--- src/hw/rtl/cubic_trajectory_point_top_defines.svh ---
// Assertion macros for the cubic trajectory point block.
// Included by the top level; depends on nothing else.
`ifndef CUBIC_TRAJECTORY_POINT_TOP_DEFINES_SVH
`define CUBIC_TRAJECTORY_POINT_TOP_DEFINES_SVH

// Check that a condition implies another in the same cycle
`define CTP_ASSERT_SAME(label, clk, rst_n, ante, cons, msg) \
    label: assert property (@(posedge clk) disable iff (!(rst_n)) (ante) |-> (cons)) \
        else $error(msg);

// Check that a condition implies another in the next cycle
`define CTP_ASSERT_NEXT(label, clk, rst_n, ante, cons, msg) \
    label: assert property (@(posedge clk) disable iff (!(rst_n)) (ante) |=> (cons)) \
        else $error(msg);

`endif

--- src/hw/rtl/ctp_pkg.sv ---
// Shared widths, register indexes and types for the cubic trajectory point block.
// No dependencies; every other file but the defines header imports it.
package ctp_pkg;

    localparam int TIME_W     = 32;
    localparam int POS_W      = 32;
    localparam int MUL_W      = 32;
    localparam int CFG_IDX_W  = 3;
    localparam int CFG_DATA_W = 32;

    // Configuration register indexes
    localparam logic [CFG_IDX_W-1:0] CFG_START_TIME = 3'd0;
    localparam logic [CFG_IDX_W-1:0] CFG_END_TIME   = 3'd1;
    localparam logic [CFG_IDX_W-1:0] CFG_START_POS  = 3'd2;
    localparam logic [CFG_IDX_W-1:0] CFG_START_VEL  = 3'd3;
    localparam logic [CFG_IDX_W-1:0] CFG_END_POS    = 3'd4;
    localparam logic [CFG_IDX_W-1:0] CFG_END_VEL    = 3'd5;

    localparam logic signed [POS_W-1:0] POS_MAX = 32'sh7FFF_FFFF;
    localparam logic signed [POS_W-1:0] POS_MIN = 32'sh8000_0000;

    // Where a sample falls relative to the segment
    typedef enum logic [1:0] {
        RG_BEFORE = 2'd0,
        RG_INSIDE = 2'd1,
        RG_AFTER  = 2'd2
    } t_region;

endpackage

--- src/hw/rtl/ctp_skid.sv ---
// Output register with a skid stage, so the pipeline enable depends only on a flop.
// Depends on ctp_pkg.
module ctp_skid import ctp_pkg::*; #(
    parameter int W = 33
) (
    input  logic         i_clk,
    input  logic         i_rst_n,
    input  logic         i_valid,
    input  logic [W-1:0] i_data,
    output logic         o_in_ready,
    output logic         o_valid,
    output logic [W-1:0] o_data,
    input  logic         i_ready
);

    logic         r_out_v;
    logic [W-1:0] r_out_d;
    logic         r_sk_v;
    logic [W-1:0] r_sk_d;
    logic         w_free;

    assign w_free     = !r_out_v || i_ready;
    assign o_in_ready = !r_sk_v;

    // Advance the output word, park an incoming word when the output is held
    always_ff @(posedge i_clk) begin
        if (!i_rst_n) begin
            r_out_v <= 1'b0;
            r_sk_v  <= 1'b0;
        end else if (w_free) begin
            if (r_sk_v) begin
                r_out_v <= 1'b1;
                r_sk_v  <= 1'b0;
            end else begin
                r_out_v <= i_valid;
            end
        end else if (i_valid && !r_sk_v) begin
            r_sk_v <= 1'b1;
        end
    end

    always_ff @(posedge i_clk) begin
        if (w_free) begin
            r_out_d <= r_sk_v ? r_sk_d : i_data;
        end
        if (!w_free && i_valid && !r_sk_v) begin
            r_sk_d <= i_data;
        end
    end

    assign o_valid = r_out_v;
    assign o_data  = r_out_d;

endmodule

--- config.mk ---
export PLATFORM = sky130hd
export DESIGN_NAME = ctp_skid
export DESIGN_NICKNAME = d
export VERILOG_FILES = /design/src/hw/rtl/cubic_trajectory_point_top_defines.svh /design/src/hw/rtl/ctp_pkg.sv /design/src/hw/rtl/ctp_skid.sv
export SDC_FILE = /design/constraint.sdc
export NUM_CORES = 1
export LEC_CHECK = 0
export BUFFER_PORTS_ARGS = -buffer_cell sky130_fd_sc_hd__buf_2
export CORE_ASPECT_RATIO = 1.1
export CORE_MARGIN = 2
export CORE_UTILIZATION = 25
export CTS_CLUSTER_SIZE = 8
export DETAILED_ROUTE_END_ITERATION = 8
export PLACE_DENSITY_LB_ADDON = 0.15
export SLEW_MARGIN = 20
export SYNTH_ARGS = -nofsm -noshare
export SYNTH_HDL_FRONTEND = slang
export SYNTH_SLANG_ARGS = --single-unit
--- constraint.sdc ---
create_clock -name i_clk -period 4.5 [get_ports i_clk]
set_input_delay 0.9 -clock i_clk [delete_from_list [all_inputs] [get_ports i_clk]]
set_output_delay 0.9 -clock i_clk [all_outputs]
set_load 0.01 [all_outputs]
Word-level counts from Yosys, hierarchy flattened
Cells that the tools add are included.
Word-level totals
  register bits after elaboration: 68
  bits in latches: 0
  bits in writable memories: 0
  bits in read-only memories: 0
  output and inout bits: 35
  logic and storage cells: 15
  memories kept: 0
Operators by class
  add/subtract/negate cells: 0
  multiply operators: 0
  div/mod/pow operators: 0
  magnitude comparators: 0
  equal/unequal tests: 0
  shift-type cells: 0
  muxes and demuxes: 2
  bitwise logic cells: 1
  reductions and logical operators: 8
Operator list (count)
  33-bit 2-to-1 mux: 1
  1-bit logical AND: 3
  1-bit logical NOT: 3
  2-bit OR reduction: 1
  1-bit logical OR: 1
  1-bit 2-to-1 mux: 1
  1-bit NOT: 1

Longest topological paths before layout
  depth after elaboration: 5
  mapped depth: 4

Least setup slack after synthesis
OpenSTA, ideal clock, no wires.
  path type: input to register
  from: input i_ready
  to: register r_sk_d[0] (enable)
  arrival time: 4312 ps
  slack: -283 ps
  stages: 2
  cells stage by stage: nand2b_1 > nor3b_1
On the way
  cells in the longest elaborated chain, start to end: 4
Ends and longest elaborated chain
  start, declared: RTL line ctp_skid.sv:13  | input logic i_ready
  1-bit logical OR: RTL line ctp_skid.sv:22  | assign w_free = !r_out_v || i_ready;
  1-bit logical NOT: RTL line ctp_skid.sv:46  | if (!w_free && i_valid && !r_sk_v) begin
  1-bit logical AND (2 in series): RTL line ctp_skid.sv:46
  end signal, assigned: RTL line ctp_skid.sv:47  | r_sk_d <= i_data;
  end, declared: RTL line ctp_skid.sv:19  | logic [W-1:0] r_sk_d;
Every way passes these cells.
A chain may end at the register's enable or synchronous reset.

Worst setup path after layout
  from: register r_sk_v
  to: output o_in_ready
On the way
  cells in the longest elaborated chain, start to end: 1
Ends and longest elaborated chain
  start, declared: RTL line ctp_skid.sv:18  | logic r_sk_v;
  start signal, assigned: RTL line ctp_skid.sv:29  | r_sk_v <= 1'b0;
  start signal, assigned: RTL line ctp_skid.sv:33  | r_sk_v <= 1'b0;
  start signal, assigned: RTL line ctp_skid.sv:38  | r_sk_v <= 1'b1;
  1-bit logical NOT: RTL line ctp_skid.sv:23  | assign o_in_ready = !r_sk_v;
  end, declared: RTL line ctp_skid.sv:10  | output logic o_in_ready,
Every way passes these cells.

==> metrics.txt <==
FFs w/ async S/R, synth 0; MaxCap Viol Count 0; # diodes 0; crit path time final 2.54 ns; hold endpoint o_data[19]; filler instances 1025; flops & latches, synth 68; H-Tree Depth 3; top-area cell type share of the netlist area 0.759; P_leak 1.33 nW; commonest register cell after synthesis edfxtp_1; DR pass1 iterations 4; Area growth syn-to-layout 31.9%; RSZ-0062 raised after global routing false; Post-CTS Hold Buffers 0; Worst Tran Pin Value 0.522 ns; postcts setup bufs 0; WP data required 3.60 ns; Seq/Total Area, Yosys 0.775; Hold Fails Final Rpt 0; CTS Buf Count 9; vias in the first global route 1299; drt wl/cell 13.7 microns; vias per inst 3.72; largest area contributor in the netlist edfxtp_1; Post-synth EDFFs 66; Reg area 2020 sq um; Core ar. 10300 sq um; port bufs 71; final instance area 3440 sq um; Worst-path clk slew 0.06 ns; most frequent cells after synthesis edfxtp_1 (66), mux2_4 (27), mux2_2 (6); Mapped Cells 111; reg2reg path depth 3; total congestion overflow 0; crit end category output port; clock buffer depth 2; total die area 11300 sq um; Syn Area/Cell 23.5 sq um; Max Freq 393 MHz; largest net degree at the start of global routing 36; IO Pins 72; All-Layer GR Usage 0.0877; Critical Path AT 1.64 ns; global-route wire length before repair 6.98 mm; R2R Setup Slk 2.73 ns; YS warnings 0; row count 39; Max IR drop VDD 0.227 mV; Worst Min Path Start r_sk_d[19]; Final Slew Violations 0; wirelength, routed 4.67 mm; Final ANT Viol Nets 0; Initial Util 0.253; status finished, final reports clean; Area contributors post-synth edfxtp_1 (76%), mux2_4 (16%), mux2_2 (2.6%), buf_12 (2.3%), dfxtp_1 (1.5%); Hold Crit Class flip-flop to flip-flop; Root Driver clkbuf_16; top-count cell post-synth edfxtp_1; CP Class flip-flop to output port; Max Clock Skew 0.00542 ns; clock sinks 68; Syn Std Cell Area 2610 sq um; Cell variety after synth 12; initial antenna violation count 0; clk_lat worst skew 0.33 ns; vias post-DR 1265; hold path cells 1; hpwl dp 3.03 mm; setup TNS 0 ns; Residual DRC 0; Multi-input gate area 527 sq um; DP Area 3110 sq um; slew margin rel. 0.652; PostCTS Resize Cnt 0; fin crit share 0.565; CP max FO 19; CTS tree built; nets 229; Post-Syn Nets 148; PD cells 472 nW/um^2; r2r startpoint r_sk_v; DIE HEIGHT 111 microns; Die W 101 microns; Worst setup SP type flip-flop; reg-to-reg endpoint r_sk_d[7]; gpl congestion 0.622; DR iter-0 viols 57; layout cells sized above 1 0.635; final setup violating endpoints 0
cells in the final DEF (no fill, tap or decap), drive strengths merged:
| master | count |
|---|---|
| mux2 | 33 |
| nand2b | 1 |
| bufinv | 3 |
| a21boi | 1 |
| buf | 74 |
| nor2 | 1 |
| inv | 1 |
| edfxtp | 66 |
| clkinv | 3 |
| nor3b | 2 |
| dfxtp | 2 |
| clkbuf | 10 |
worst max-delay path: stages (launching register included):
cell     delay, ns
dfxtp_2       0.65
buf_4         0.44
inv_1         0.07
buf_2         0.14
through the flow:
stage          instances  setup slack [ns]  total power [mW]  hold WS [ns]  utilization
6_report             340              1.96              1.63         0.539        0.334
3_5_place_dp         324              2.26             0.856         0.535        0.302
2_1_floorplan        111             0.869             0.805         0.523            -
3_3_place_gp         324              2.24             0.856         0.531        0.302
5_1_grt              340              1.85              1.68         0.548        0.334
4_1_cts              340              1.89              1.65         0.543        0.334
report_power, final:
part | switching (mW) | internal, mW
logic | 0.0469 | 0.0520
clock network | 0.249 | 0.536
registers | 0.00945 | 0.731
total | 0.306 | 1.32
layout make-up:
class,instances,area share
repair buffers,74,0.110
clock inverters,6,0.0298
clock buffers,10,0.0665
well taps,143,0.0520
inverters,1,0.00109
multi-input cells,38,0.153
flip-flops and latches,68,0.588
per-layer routing:
| layer | part of all wire | routed length [microns] | track usage |
|---|---|---|---|
| met1 | 0.44 | 2030 | 0.107 |
| met2 | 0.46 | 2130 | 0.124 |
| met3 | 0.078 | 366 | 0.0416 |
| met4 | 0.029 | 137 | 0.0541 |
| met5 | 0 | 0 | 0 |
sequential cells by signal (all words and copies together), names as in the netlist:
register  count
o_data       33
o_valid       1
r_sk_d       33
r_sk_v        1
worst max path at each step:
stage | from | end | cells past startpoint
5_1_grt | r_sk_v | o_in_ready | 3
6_report | r_sk_v | o_in_ready | 3
3_3_place_gp | r_sk_v | o_in_ready | 3
3_5_place_dp | r_sk_v | o_in_ready | 3
4_1_cts | r_sk_v | o_in_ready | 3
2_1_floorplan | i_ready | r_sk_d[0] | 2
kinds of logic (layout without fill, tap and decap cells):
family / after synthesis / count (layout) / share of synthesized area
and+or+nand+nor: 4 / 4 / 0.0125
muxes: 33 / 33 / 0.181
buffers and inverters: 5 / 91 / 0.0288
AOI/OAI and AO/OA: 1 / 1 / 0.00288
DFF: 68 / 68 / 0.775
Power figures use the tool's default switching activity.
